File: config.mk
export PLATFORM = sky130hd
export DESIGN_NAME = http_path_canonicalizer
export DESIGN_NICKNAME = d
export VERILOG_FILES = /design/src/hw/rtl/hpc_pkg.sv /design/src/hw/rtl/hpc_cfg.sv /design/src/hw/rtl/hpc_scan.sv /design/src/hw/rtl/hpc_outbuf.sv /design/src/hw/rtl/http_path_canonicalizer.sv
export SDC_FILE = /design/constraint.sdc
export NUM_CORES = 1
export LEC_CHECK = 0
export ABC_CLOCK_PERIOD_IN_PS = 6200
export BUFFER_PORTS_ARGS = -buffer_cell sky130_fd_sc_hd__buf_4
export CORE_UTILIZATION = 30
export DETAILED_ROUTE_END_ITERATION = 7
export SLEW_MARGIN = 10
export SYNTH_ARGS = -nofsm -noshare
export SYNTH_HDL_FRONTEND = slang
export SYNTH_SLANG_ARGS = --single-unit
File: constraint.sdc
create_clock -name clk -period 6.2 [get_ports clk]
set_input_delay 0.93 -clock clk [delete_from_list [all_inputs] [get_ports clk]]
set_output_delay 0.93 -clock clk [all_outputs]
set_load 0.05 [all_outputs]
File: src/hw/rtl/hpc_pkg.sv
// Shared types, constants and byte helpers for the HTTP path canonicalizer.
package hpc_pkg;

  // Configuration port geometry and register map
  localparam int unsigned APB_ADDR_W = 3;
  localparam int unsigned APB_DATA_W = 32;
  localparam logic REG_MAX_PATH_BYTES = 1'b0;
  localparam logic [15:0] MAX_PATH_BYTES_RST = 16'd2048;
  localparam logic [15:0] BYTE_COUNT_SAT = 16'hFFFF;

  // Results one input beat can cause
  localparam int unsigned MAX_RESULTS = 4;

  // Status codes
  localparam logic [3:0] ST_OK          = 4'd0;
  localparam logic [3:0] ST_BAD_START   = 4'd1;
  localparam logic [3:0] ST_TOO_LONG    = 4'd2;
  localparam logic [3:0] ST_FORBIDDEN   = 4'd3;
  localparam logic [3:0] ST_BAD_ESCAPE  = 4'd4;
  localparam logic [3:0] ST_ENC_CONTROL = 4'd5;
  localparam logic [3:0] ST_ENC_SEP     = 4'd6;
  localparam logic [3:0] ST_DOUBLE_SL   = 4'd7;
  localparam logic [3:0] ST_DOT_SEG     = 4'd8;

  // Escape phase
  localparam logic [1:0] ESC_NONE = 2'd0;
  localparam logic [1:0] ESC_PCT  = 2'd1;
  localparam logic [1:0] ESC_HEX  = 2'd2;

  // Segment kind
  localparam logic [1:0] SEG_EMPTY  = 2'd0;
  localparam logic [1:0] SEG_DOT    = 2'd1;
  localparam logic [1:0] SEG_DOTDOT = 2'd2;
  localparam logic [1:0] SEG_OTHER  = 2'd3;

  // Characters
  localparam logic [7:0] CH_SLASH  = 8'h2F;
  localparam logic [7:0] CH_DOT    = 8'h2E;
  localparam logic [7:0] CH_PCT    = 8'h25;
  localparam logic [7:0] CH_QUEST  = 8'h3F;
  localparam logic [7:0] CH_HASH   = 8'h23;
  localparam logic [7:0] CH_BSLASH = 8'h5C;
  localparam logic [7:0] CH_DASH   = 8'h2D;
  localparam logic [7:0] CH_UNDER  = 8'h5F;
  localparam logic [7:0] CH_TILDE  = 8'h7E;
  localparam logic [7:0] CH_SPACE  = 8'h20;
  localparam logic [7:0] CH_DEL    = 8'h7F;
  localparam logic [3:0] NIB_MASK  = 4'h0F;

  typedef struct packed {
    logic [7:0] in_byte;
    logic       in_last;
  } in_t;

  typedef struct packed {
    logic [7:0] out_byte;
    logic       has_byte;
    logic       end_mark;
    logic [3:0] status;
  } out_t;

  // Results of one input beat, in order
  typedef struct packed {
    logic [2:0]                 cnt;
    out_t [MAX_RESULTS-1:0]     res;
  } grp_t;

  // Scratch state threaded through successive character pushes
  typedef struct packed {
    logic                          slash_held;
    logic                          longer;
    logic [1:0]                    seg;
    logic                          dss;
    logic                          dots;
    logic                          cand;
    logic [2:0]                    qlen;
    logic [MAX_RESULTS-1:0][7:0]   q;
  } work_t;

  function automatic logic nib_ok(logic [7:0] c);
    return (c >= 8'h30 && c <= 8'h39) || (c >= 8'h61 && c <= 8'h66) ||
           (c >= 8'h41 && c <= 8'h46);
  endfunction

  function automatic logic [3:0] nib_val(logic [7:0] c);
    logic [7:0] v;
    v = 8'h00;
    if (c >= 8'h30 && c <= 8'h39) v = c - 8'h30;
    else if (c >= 8'h61 && c <= 8'h66) v = c - 8'h57;
    else if (c >= 8'h41 && c <= 8'h46) v = c - 8'h37;
    return v[3:0];
  endfunction

  function automatic logic [7:0] hex_digit(logic [3:0] v);
    return (v < 4'd10) ? (8'h30 + {4'h0, v}) : (8'h37 + {4'h0, v});
  endfunction

  function automatic logic plain_ok(logic [7:0] c);
    return (c >= 8'h61 && c <= 8'h7A) || (c >= 8'h41 && c <= 8'h5A) ||
           (c >= 8'h30 && c <= 8'h39) || c == CH_DASH || c == CH_DOT ||
           c == CH_UNDER || c == CH_TILDE;
  endfunction

  function automatic work_t enq(work_t w, logic [7:0] c);
    work_t r;
    r = w;
    if (r.qlen < 3'(MAX_RESULTS)) begin
      r.q[r.qlen[1:0]] = c;
      r.qlen = r.qlen + 3'd1;
    end
    return r;
  endfunction

  // One canonical character: hold slashes, track segments
  function automatic work_t push_char(work_t w, logic [7:0] c);
    work_t r;
    r = w;
    if (r.cand) r.longer = 1'b1;
    r.cand = 1'b1;
    if (c == CH_SLASH) begin
      if (r.slash_held) r.dss = 1'b1;
      if (r.seg == SEG_DOT || r.seg == SEG_DOTDOT) r.dots = 1'b1;
      r.seg = SEG_EMPTY;
      r.slash_held = 1'b1;
    end else begin
      if (r.slash_held) begin
        r = enq(r, CH_SLASH);
        r.slash_held = 1'b0;
      end
      r = enq(r, c);
      if (c == CH_DOT && r.seg == SEG_EMPTY) r.seg = SEG_DOT;
      else if (c == CH_DOT && r.seg == SEG_DOT) r.seg = SEG_DOTDOT;
      else r.seg = SEG_OTHER;
    end
    return r;
  endfunction

endpackage

File: src/hw/rtl/hpc_cfg.sv
// APB register block holding the path length limit.
module hpc_cfg (
  input  logic                               clk,
  input  logic                               rst_n,
  input  logic                               psel,
  input  logic                               penable,
  input  logic                               pwrite,
  input  logic [hpc_pkg::APB_ADDR_W-1:0]     paddr,
  input  logic [hpc_pkg::APB_DATA_W-1:0]     pwdata,
  output logic [hpc_pkg::APB_DATA_W-1:0]     prdata,
  output logic                               pready,
  output logic [15:0]                        max_bytes
);

  logic [15:0] max_r;
  logic        hit;

  assign pready    = 1'b1;
  assign hit       = paddr[hpc_pkg::APB_ADDR_W-1] == hpc_pkg::REG_MAX_PATH_BYTES;
  assign max_bytes = max_r;
  assign prdata    = hit ? {16'h0000, max_r} : '0;

  always_ff @(posedge clk) begin
    if (!rst_n) begin
      max_r <= hpc_pkg::MAX_PATH_BYTES_RST;
    end else if (psel && penable && pwrite && pready && hit) begin
      max_r <= pwdata[15:0];
    end
  end

endmodule

File: src/hw/rtl/hpc_scan.sv
// Per-byte scanner: path state registers and the result group of one beat.
module hpc_scan (
  input  logic               clk,
  input  logic               rst_n,
  input  logic               adv,
  input  hpc_pkg::in_t       item,
  input  logic [15:0]        max_bytes,
  output hpc_pkg::grp_t      grp
);

  logic [1:0]  esc_r, esc;
  logic [3:0]  hi_r, hi;
  logic [15:0] bc_r, bc;
  logic        ef_r;
  logic        sh_r, lo_r, dss_r, dots_r;
  logic [1:0]  seg_r;
  logic [3:0]  fe_r, fe;
  logic [7:0]  b, d;
  logic [3:0]  status;
  logic        failing;
  logic [1:0]  tail;
  hpc_pkg::work_t w;

  always_comb begin
    w            = '0;
    w.slash_held = sh_r;
    w.longer     = lo_r;
    w.seg        = seg_r;
    w.dss        = dss_r;
    w.dots       = dots_r;
    w.cand       = !ef_r;
    b            = item.in_byte;
    fe           = fe_r;
    esc          = esc_r;
    hi           = hi_r;
    d            = {hi_r, hpc_pkg::nib_val(b)};
    bc           = (bc_r == hpc_pkg::BYTE_COUNT_SAT) ? bc_r : bc_r + 16'd1;
    status       = hpc_pkg::ST_OK;

    if (ef_r && b != hpc_pkg::CH_SLASH && fe == hpc_pkg::ST_OK) fe = hpc_pkg::ST_BAD_START;

    unique case (esc_r)
      hpc_pkg::ESC_NONE: begin
        if (b < hpc_pkg::CH_SPACE || b == hpc_pkg::CH_DEL || b == hpc_pkg::CH_QUEST ||
            b == hpc_pkg::CH_HASH || b == hpc_pkg::CH_BSLASH) begin
          if (fe == hpc_pkg::ST_OK) fe = hpc_pkg::ST_FORBIDDEN;
        end else if (b == hpc_pkg::CH_PCT) begin
          esc = hpc_pkg::ESC_PCT;
        end else begin
          w = hpc_pkg::push_char(w, b);
        end
      end
      hpc_pkg::ESC_PCT: begin
        if (hpc_pkg::nib_ok(b)) begin
          hi  = hpc_pkg::nib_val(b);
          esc = hpc_pkg::ESC_HEX;
        end else begin
          if (fe == hpc_pkg::ST_OK) fe = hpc_pkg::ST_BAD_ESCAPE;
          esc = hpc_pkg::ESC_NONE;
        end
      end
      default: begin
        esc = hpc_pkg::ESC_NONE;
        if (!hpc_pkg::nib_ok(b)) begin
          if (fe == hpc_pkg::ST_OK) fe = hpc_pkg::ST_BAD_ESCAPE;
        end else if (d < hpc_pkg::CH_SPACE || d == hpc_pkg::CH_DEL) begin
          if (fe == hpc_pkg::ST_OK) fe = hpc_pkg::ST_ENC_CONTROL;
        end else if (d == hpc_pkg::CH_DOT || d == hpc_pkg::CH_SLASH ||
                     d == hpc_pkg::CH_BSLASH) begin
          if (fe == hpc_pkg::ST_OK) fe = hpc_pkg::ST_ENC_SEP;
        end else if (hpc_pkg::plain_ok(d)) begin
          w = hpc_pkg::push_char(w, d);
        end else begin
          // re-encode as percent plus two uppercase hex digits
          w = hpc_pkg::push_char(w, hpc_pkg::CH_PCT);
          w = hpc_pkg::push_char(w, hpc_pkg::hex_digit(d[7:4]));
          w = hpc_pkg::push_char(w, hpc_pkg::hex_digit(d[3:0] & hpc_pkg::NIB_MASK));
        end
      end
    endcase

    if (item.in_last) begin
      if (esc != hpc_pkg::ESC_NONE && fe == hpc_pkg::ST_OK) fe = hpc_pkg::ST_BAD_ESCAPE;
      if (w.seg == hpc_pkg::SEG_DOT || w.seg == hpc_pkg::SEG_DOTDOT) w.dots = 1'b1;
      if (w.slash_held && !w.longer) w = hpc_pkg::enq(w, hpc_pkg::CH_SLASH);
      priority if (fe == hpc_pkg::ST_BAD_START) status = hpc_pkg::ST_BAD_START;
      else if (bc > max_bytes)            status = hpc_pkg::ST_TOO_LONG;
      else if (fe != hpc_pkg::ST_OK)      status = fe;
      else if (w.dss)                     status = hpc_pkg::ST_DOUBLE_SL;
      else if (w.dots)                    status = hpc_pkg::ST_DOT_SEG;
      else                                status = hpc_pkg::ST_OK;
      failing = status != hpc_pkg::ST_OK;
    end else begin
      failing = fe != hpc_pkg::ST_OK || w.dss || w.dots || bc > max_bytes;
    end

    grp = '0;
    if (!failing) begin
      grp.cnt = w.qlen;
      for (int i = 0; i < hpc_pkg::MAX_RESULTS; i++) begin
        if (3'(i) < w.qlen) begin
          grp.res[i].out_byte = w.q[i];
          grp.res[i].has_byte = 1'b1;
        end
      end
    end
    tail = grp.cnt[1:0] - 2'd1;
    if (item.in_last) begin
      if (grp.cnt == 3'd0) begin
        grp.cnt               = 3'd1;
        grp.res[0].end_mark   = 1'b1;
        grp.res[0].status     = status;
      end else begin
        grp.res[tail].end_mark = 1'b1;
        grp.res[tail].status   = status;
      end
    end
  end

  always_ff @(posedge clk) begin
    if (!rst_n || (adv && item.in_last)) begin
      esc_r  <= hpc_pkg::ESC_NONE;
      hi_r   <= 4'h0;
      bc_r   <= 16'h0000;
      ef_r   <= 1'b1;
      sh_r   <= 1'b0;
      lo_r   <= 1'b0;
      seg_r  <= hpc_pkg::SEG_EMPTY;
      fe_r   <= hpc_pkg::ST_OK;
      dss_r  <= 1'b0;
      dots_r <= 1'b0;
    end else if (adv) begin
      esc_r  <= esc;
      hi_r   <= hi;
      bc_r   <= bc;
      ef_r   <= 1'b0;
      sh_r   <= w.slash_held;
      lo_r   <= w.longer;
      seg_r  <= w.seg;
      fe_r   <= fe;
      dss_r  <= w.dss;
      dots_r <= w.dots;
    end
  end

endmodule

File: src/hw/rtl/hpc_outbuf.sv
// Result group register drained one result beat per cycle while out_stall is low.
module hpc_outbuf (
  input  logic               clk,
  input  logic               rst_n,
  input  logic               grp_valid,
  input  hpc_pkg::grp_t      grp,
  output logic               take,
  output logic               out_valid,
  input  logic               out_stall,
  output hpc_pkg::out_t      out_data
);

  logic [2:0]                             left_r;
  logic [1:0]                             rd_r;
  hpc_pkg::out_t [hpc_pkg::MAX_RESULTS-1:0] res_r;
  logic                                   pop;
  logic                                   room;

  assign out_valid = left_r != 3'd0;
  assign out_data  = res_r[rd_r];
  assign pop       = out_valid && !out_stall;
  assign room      = !out_valid || (pop && left_r == 3'd1);
  assign take      = grp_valid && room;

  always_ff @(posedge clk) begin
    if (!rst_n) begin
      left_r <= 3'd0;
      rd_r   <= 2'd0;
    end else if (take) begin
      left_r <= grp.cnt;
      rd_r   <= 2'd0;
    end else if (pop) begin
      left_r <= left_r - 3'd1;
      rd_r   <= rd_r + 2'd1;
    end
  end

  always_ff @(posedge clk) begin
    if (take) begin
      res_r <= grp.res;
    end
  end

endmodule

File: src/hw/rtl/http_path_canonicalizer.sv
// Top level of the HTTP path canonicalizer: input register, scanner, result buffer, APB.
//
// Feed the raw request path one byte per beat on the in_ channel, with in_last on its
// final byte; canonical bytes come back on the out_ channel, one result per beat, and
// the last result of a path carries end_mark with the path status (0 ok, nonzero means
// discard everything emitted for that path). Control bytes, '?', '#' and backslash are
// rejected, as are escapes of control bytes, '.', '/' and backslash; other escapes are
// decoded to the plain character when unreserved and otherwise re-emitted as '%' with
// two uppercase hex digits; a trailing slash is dropped unless the whole path is "/".
// No path bytes follow the first known error. Timing: an input beat sits in an input
// register, then the scanner turns it into a group of zero to four results, loaded
// into the result buffer. The input side accepts one beat per cycle as long as each
// beat yields at most one result and out_stall is low; a beat yielding k results holds
// the buffer for k output beats, so the single output port sets the throughput (for
// example an escape re-encoded after a held slash yields four results). A beat that
// yields nothing leaves the buffer free. max_path_bytes sits at APB byte address 0
// (reset 2048); write it only while no path is in flight.
module http_path_canonicalizer (
  input  logic                               clk,
  input  logic                               rst_n,
  // input byte stream
  input  logic                               in_valid,
  output logic                               in_stall,
  input  hpc_pkg::in_t                       in_data,
  // result stream
  output logic                               out_valid,
  input  logic                               out_stall,
  output hpc_pkg::out_t                      out_data,
  // configuration
  input  logic                               psel,
  input  logic                               penable,
  input  logic                               pwrite,
  input  logic [hpc_pkg::APB_ADDR_W-1:0]     paddr,
  input  logic [hpc_pkg::APB_DATA_W-1:0]     pwdata,
  output logic [hpc_pkg::APB_DATA_W-1:0]     prdata,
  output logic                               pready
);

  logic          in_v_r;
  hpc_pkg::in_t  in_pl_r;
  logic          take;
  logic [15:0]   max_bytes;
  hpc_pkg::grp_t grp;

  // Hold the input beat while the result buffer is still busy with the previous group
  assign in_stall = in_v_r && !take;

  always_ff @(posedge clk) begin
    if (!rst_n) begin
      in_v_r <= 1'b0;
    end else if (!in_stall) begin
      in_v_r <= in_valid;
    end
  end

  // Capture payload only on an accepted beat
  always_ff @(posedge clk) begin
    if (in_valid && !in_stall) begin
      in_pl_r <= in_data;
    end
  end

  hpc_cfg u_cfg (
    .clk       (clk),
    .rst_n     (rst_n),
    .psel      (psel),
    .penable   (penable),
    .pwrite    (pwrite),
    .paddr     (paddr),
    .pwdata    (pwdata),
    .prdata    (prdata),
    .pready    (pready),
    .max_bytes (max_bytes)
  );

  // Advance path state exactly when the beat's results enter the buffer
  hpc_scan u_scan (
    .clk       (clk),
    .rst_n     (rst_n),
    .adv       (take),
    .item      (in_pl_r),
    .max_bytes (max_bytes),
    .grp       (grp)
  );

  hpc_outbuf u_outbuf (
    .clk       (clk),
    .rst_n     (rst_n),
    .grp_valid (in_v_r),
    .grp       (grp),
    .take      (take),
    .out_valid (out_valid),
    .out_stall (out_stall),
    .out_data  (out_data)
  );

endmodule
After elaboration in Yosys (flattened, before gate mapping). Index checks and enable logic that the tools add are counted.

Add/subtract/negate cells: 19. $mul: 0. Div/mod/pow operators: 0. Magnitude comparators: 48. Equal/unequal tests: 35. Shift operators: 0. Multiplexer cells: 177. Bitwise operators: 15. Reductions and logical operators: 86.

Operator list (number): 2-to-1 mux 42 bit (40); 2-to-1 mux 35 bit (11); 2-to-1 mux 36 bit (9); 2-to-1 mux 4 bit (33); bitwise mux 32 bit (4); demux 8 bit (select 2 bit) (8); bitwise mux 56 bit (2); == test 8 x 6 -> 1 bit, second input constant (12); one-hot mux 42 bit (2 select lines) (1); 2-to-1 mux 8 bit (10); 2-to-1 mux 9 bit (7); OR 20 bit (3); 2-to-1 mux 59 bit (1); demux 14 bit (select 2 bit) (2); 2-to-1 mux 51 bit (1); == test 8 x 7 -> 1 bit, second input constant (6); AND 12 bit (3); logical AND 1 bit (36); NOT 12 bit (3); 2-to-1 mux 33 bit (1); >= comparator 8 x 7 -> 1 bit, second input constant (4); <= comparator 8 x 7 -> 1 bit, second input constant (4); 2-to-1 mux 16 bit (2); < comparator 2 x 3 -> 1 bit, second input constant (10); other kinds (46) (167).

Bits in registers: 120. Latch bits: 0. Bits in writable memories: 0. Bits in read-only memories: 0. Input port bits: 51. Output and inout port bits: 49. Word-level logic and storage cells: 412. Memories kept: 0.

Longest topological paths before layout.
Depth in word-level cells: 110. Mapped depth: 23. Depth with buffers taken out: 21.

Modules after synthesis. Synthesis repeated with hierarchy kept, for this count alone.

Cells, all modules: 869. Area total of the unflattened synthesis: 8066.5 sq um.

By module, submodules not included: hpc_scan (instances 1, cells each 637, area an instance 4458.0 sq um, seq. area each 660.6 sq um); hpc_outbuf (instances 1, cells each 113, area an instance 2378.5 sq um, seq. area each 1781.7 sq um); hpc_cfg (instances 1, cells each 106, area an instance 912.1 sq um, seq. area each 320.3 sq um); http_path_canonicalizer (instances 1, cells each 13, area an instance 317.8 sq um, seq. area each 290.3 sq um).

Worst setup path after synthesis. No wires, ideal clock.

Kind: reg-to-reg. Start: reg in_pl_r[1] (netlist bit). End: reg u_outbuf.res_r[4] (netlist bit), data pin. Library setup time: 0.256 ns. Arrival time: 4.924 ns. Data required time: 5.944 ns. Slack: 1.019 ns. Cell stages (with the launch flop): 22. Buffers on the path: 2. Clock period less this slack: 5.181 ns. Cell sequence: edfxtp_1 > ha_1 > or3b_4 > and3_4 > buf_6 > a21boi_1 > inv_1 > ha_1 > a22o_1 > a21oi_1 > nor3_1 > a211o_1 > or3_4 > a221oi_2 > inv_1 > ha_1 > nor2_1 > nand3_1 > o41ai_1 > a21o_1 > buf_6 > a22o_1.

Longest elaborated chain between the ends: 39. Elaborated cells on any way between the ends: 154. Those cells by class: 7 x add/sub; 18 x order compare; 20 x eq/ne; 65 x mux; 44 x reduce/logical.

RTL lines: from (decl) (RTL line http_path_canonicalizer.sv:40) `hpc_pkg::in_t in_pl_r;`; from (signal assigned) (RTL line http_path_canonicalizer.sv:59) `in_pl_r <= in_data;`; >= comparator 8 x 7 -> 1 bit or <= comparator 8 x 7 -> 1 bit (tied branches) (RTL line hpc_pkg.sv:90) `else if (c >= 8'h41 && c <= 8'h46) v = c - 8'h37;`; logical AND 1 bit (RTL line hpc_pkg.sv:90); 2-to-1 mux 4 bit (RTL line hpc_pkg.sv:90); 2-to-1 mux 4 bit; 2-to-1 mux 4 bit (*); named net u_scan.d[0] (RTL line hpc_scan.sv:18) `logic [7:0] b, d;`; parallel branches: the longest is 25 deep, another holds adder 6 x 4 -> 7 bit; 2-to-1 mux 12 bit (*) (RTL line hpc_scan.sv:98) `if (!failing) begin`; subtractor 2 x 1 -> 2 bit (RTL line hpc_scan.sv:107) `tail = grp.cnt[1:0] - 2'd1;`; < comparator 2 x 3 -> 1 bit (not written as such) or >= comparator 2 x 1 -> 1 bit (tied branches) (RTL line hpc_scan.sv:114) `grp.res[tail].end_mark = 1'b1;`; logical AND 1 bit (not written as such) (RTL line hpc_scan.sv:114); 2-to-1 mux 5 bit (not written as such) (RTL line hpc_scan.sv:114); demux 14 bit (select 2 bit); bitwise mux 56 bit (RTL line hpc_scan.sv:114); bitwise mux 56 bit (RTL line hpc_scan.sv:115) `grp.res[tail].status = status;`; 2-to-1 mux 5 bit (*) (RTL line hpc_scan.sv:109) `if (grp.cnt == 3'd0) begin`; to (signal assigned) (RTL line hpc_outbuf.sv:40) `res_r <= grp.res;`; to (decl) (RTL line hpc_outbuf.sv:15) `hpc_pkg::out_t [hpc_pkg::MAX_RESULTS-1:0] res_r;`.

Mark *: on every way through the listed nets, which the timed path passes. The select of a mux whose other input is x is not followed. A chain may end at the register's enable or synchronous reset.

Worst setup path after layout.
Start: reg in_pl_r[2] (netlist bit). End: reg u_outbuf.res_r[22] (netlist bit), data pin.

Longest elaborated chain between the ends: 37. Elaborated cells on any way between the ends: 164. Those cells by class: 7 x add/sub; 19 x order compare; 20 x eq/ne; 73 x mux; 1 x bitwise; 44 x reduce/logical.

RTL lines: >= comparator 8 x 7 -> 1 bit or <= comparator 8 x 7 -> 1 bit (tied branches) (RTL line hpc_pkg.sv:90); logical AND 1 bit (RTL line hpc_pkg.sv:90); 2-to-1 mux 4 bit (RTL line hpc_pkg.sv:90); 2-to-1 mux 4 bit; 2-to-1 mux 4 bit (*); named net u_scan.d[0] (RTL line hpc_scan.sv:18); parallel branches: the longest is 31 deep, another holds adder 6 x 4 -> 7 bit; 2-to-1 mux 59 bit (*) (RTL line hpc_scan.sv:108) `if (item.in_last) begin`.

Marked as above.

==> results.txt <==
Synth area leaders: edfxtp_1, dfxtp_1, ha_1, nand2_1, nor2_1
initial antenna violation count: 0
IO Pins: 100
Crit Path Class: reg2reg
Fin Setup TNS: 0 ns
combinational share of power: 28.4%
Clk network pwr share: 35.9%
Tmin final: 5.68 ns
Pint: 0.00191 W
Synth top area share: 24.1%
chip height: 164 µm
worst slack at placement: 0.660 ns
first-iteration detailed-routing DRC count: 534
synth-to-layout area growth: 16.9%
Max Cap Viol: 0
CTS resizes: 0
fraction of registers with async set/reset: 0%
RSZ-0062 raised after global routing: false
global-route wire length before repair: 32400 µm
synth cell count leaders: nand2_1, nor2_1, edfxtp_1
Reg power frac: 35.7%
CP Max Fanout: 22
hold slack: 0.461 ns
Post-Syn Instances: 874
Rel. slew slack: 26.9%
total CTS buffers: 17
syn avg cell area: 8.97 µm²
Final period util: 91.6%
gp weighted congestion: 0.898
setup ws final: 0.522 ns
Peak Freq: 176 MHz
CP Capture Type: flip-flop
HPWL Detailed: 14300 µm
Psw: 0.00100 W
Worst-Skew Late Latency: 0.42 ns
Pleak: 3.30 nW
Post CTS Setup Buffer Count: 0
clk sinks: 118
dominant cell type by area after synthesis: edfxtp_1
DRT antenna net count: 0
CTS tree: done
effective utilization at floorplan: 30.9%
critical path arrival: 5.82 ns
nets: 1023
status: finished, final reports clean
most frequent cell after synthesis: nand2_1
layout cell share with drive strength beyond 1: 15.6%
Net Sw Frac: 34.3%
Max clock buf depth: 2
VDD IR max: 0.000223 V
main combinational cell family by area after synthesis: simple AND/OR/NAND/NOR gates
port buffer count: 64
EDFF count, synth: 63
Mapped Area: 7840 µm²
Core Util, Final: 36.1%
clk root buf: clkbuf_16
post-synthesis mux area share: 4.79%
diode count: 0
CTS H-tree lvls: 4
PD cells: 318 nW/µm²
vias per inst: 5.19
number of synthesized register bits: 118
Synth Area in Compound Gates: 19.4%
DR WL/cell: 15.7 µm
DRC: 0
Netlist cell types: 87
Core ar.: 25400 µm²
Critical Path RT: 6.34 ns
Total GRT Usage: 15.4%
final wirelength: 20000 µm
adder-cell share of the synthesized area: 6.86%
pin count of the biggest net entering global routing: 34
worst slew pin tran: 1.09 ns
Overflow after GRT: 0
Ys Warns: 0
register area share after synthesis: 38.2%
Slew Limit Fails: 0
clk slew on worst S/H paths: 0.06 ns
Via Count: 6602
Final Skew: 0.0104 ns
Die Footprint: 26800 µm²
CTS hold repair buffers: 0
CP Launch Type: flip-flop
hold crit path type: reg2reg
Post-Synth Simple-Gate Area: 21.3%
Final Setup Violations: 0
site row count: 58
Die W: 164 µm
Final Hold Fails: 0
Post-Synth XOR/XNOR Area: 2.79%
prevailing post-synth register cell: edfxtp_1
DRT Pass-1 Iters: 5
PnR Total Power: 0.00291 W
number of global-route vias before repair: 6243
==> flip-flops by register name, indices dropped and copies added (netlist names), 2 cells and up <==
name / flops
u_outbuf.res_r: 54
u_cfg.max_bytes: 16
u_scan.bc_r: 16
in_pl_r: 9
u_scan.fe_r: 4
u_scan.hi_r: 4
u_outbuf.left_r: 3
u_outbuf.rd_r: 2
u_scan.esc_r: 2
u_scan.seg_r: 2
==> power by group through the flow <==
stage / logic [W] / clock network [W] / registers, W
final: 0.000826 / 0.00105 / 0.00104
after global routing: 0.000894 / 0.00110 / 0.00106
after CTS: 0.000825 / 0.00106 / 0.00104
after detailed placement: 0.000822 / 0 / 0.00106
after global placement: 0.000818 / 0 / 0.00105
after floorplan: 0.000669 / 0 / 0.00100
==> worst max-delay path, cell delays in order, from the launching register on <==
cell,delay (ns)
edfxtp_1,0.54
inv_1,0.11
ha_1,0.24
or3b_4,0.45
and3_4,0.22
a21boi_1,0.14
buf_4,0.17
inv_1,0.15
ha_1,0.30
a22o_1,0.21
a21oi_1,0.16
nor3_1,0.06
a211o_1,0.32
or3_4,0.55
a221oi_2,0.25
buf_4,0.19
inv_1,0.06
ha_1,0.30
nor2_1,0.15
nand3_1,0.09
o41ai_1,0.08
a21o_1,0.49
a21oi_1,0.12
==> kinds of logic after synthesis <==
family | Yosys count
simple gates | 335
compound gates | 220
flops | 118
buf+inv | 110
fa+ha+maj | 43
xor+xnor | 25
mux | 21
other cells | 2
==> through the flow <==
stage               cell area (µm²)  cells
finish                         9170   1272
global placement               8550   1240
global route                   9170   1272
detailed placement             8550   1240
floorplan                      7960    904
CTS                            9160   1272
==> path summary, 6_finish.rpt <==
check                             startpoint                                to  slack (ns)  depth (start not counted)
max                     in_pl_r[2]$_DFFE_PP_  u_outbuf.res_r[22]$_SDFFCE_PP0P_        0.52                         22
min          u_cfg.max_bytes[7]$_SDFFE_PN0P_   u_cfg.max_bytes[7]$_SDFFE_PN0P_        0.46                          2
max reg2reg             in_pl_r[2]$_DFFE_PP_  u_outbuf.res_r[22]$_SDFFCE_PP0P_        0.52                         22
min reg2reg  u_cfg.max_bytes[7]$_SDFFE_PN0P_   u_cfg.max_bytes[7]$_SDFFE_PN0P_        0.46                          2
==> cells in the final DEF, fill, tap and decap left out, types with 16 or more instances in the layout <==
cell,netlist,layout
nand2_1,107,107
nor2_1,83,83
buf_4,17,71
edfxtp_1,63,63
a21oi_1,55,55
dfxtp_1,55,55
inv_1,44,43
ha_1,43,43
conb_1,2,32
nand3_1,30,30
o21ai_0,30,30
nor3_1,24,24
a31oi_1,18,18
xnor2_1,17,17
clkbuf_16,0,17
a21boi_0,16,16
==> layout make-up <==
cell class | instances | area (µm²)
Clock buffer | 19 | 433
Clock inverter | 13 | 179
Fill cell | 2586 | 16200
Inverter | 45 | 170
Tap cell | 330 | 413
Multi-Input combinational cell | 676 | 4450
Timing Repair Buffer | 71 | 533
Sequential cell | 118 | 2990
==> per-layer routing <==
metal	up-vias	wire length (µm)	GRT usage [%]
met4	0	259	5.39
li1	3279	-	-
met1	3100	9770	22.1
met2	204	8720	23.0
met3	19	1210	2.98
met5	-	0	0
(Power assumes the default switching activity.)
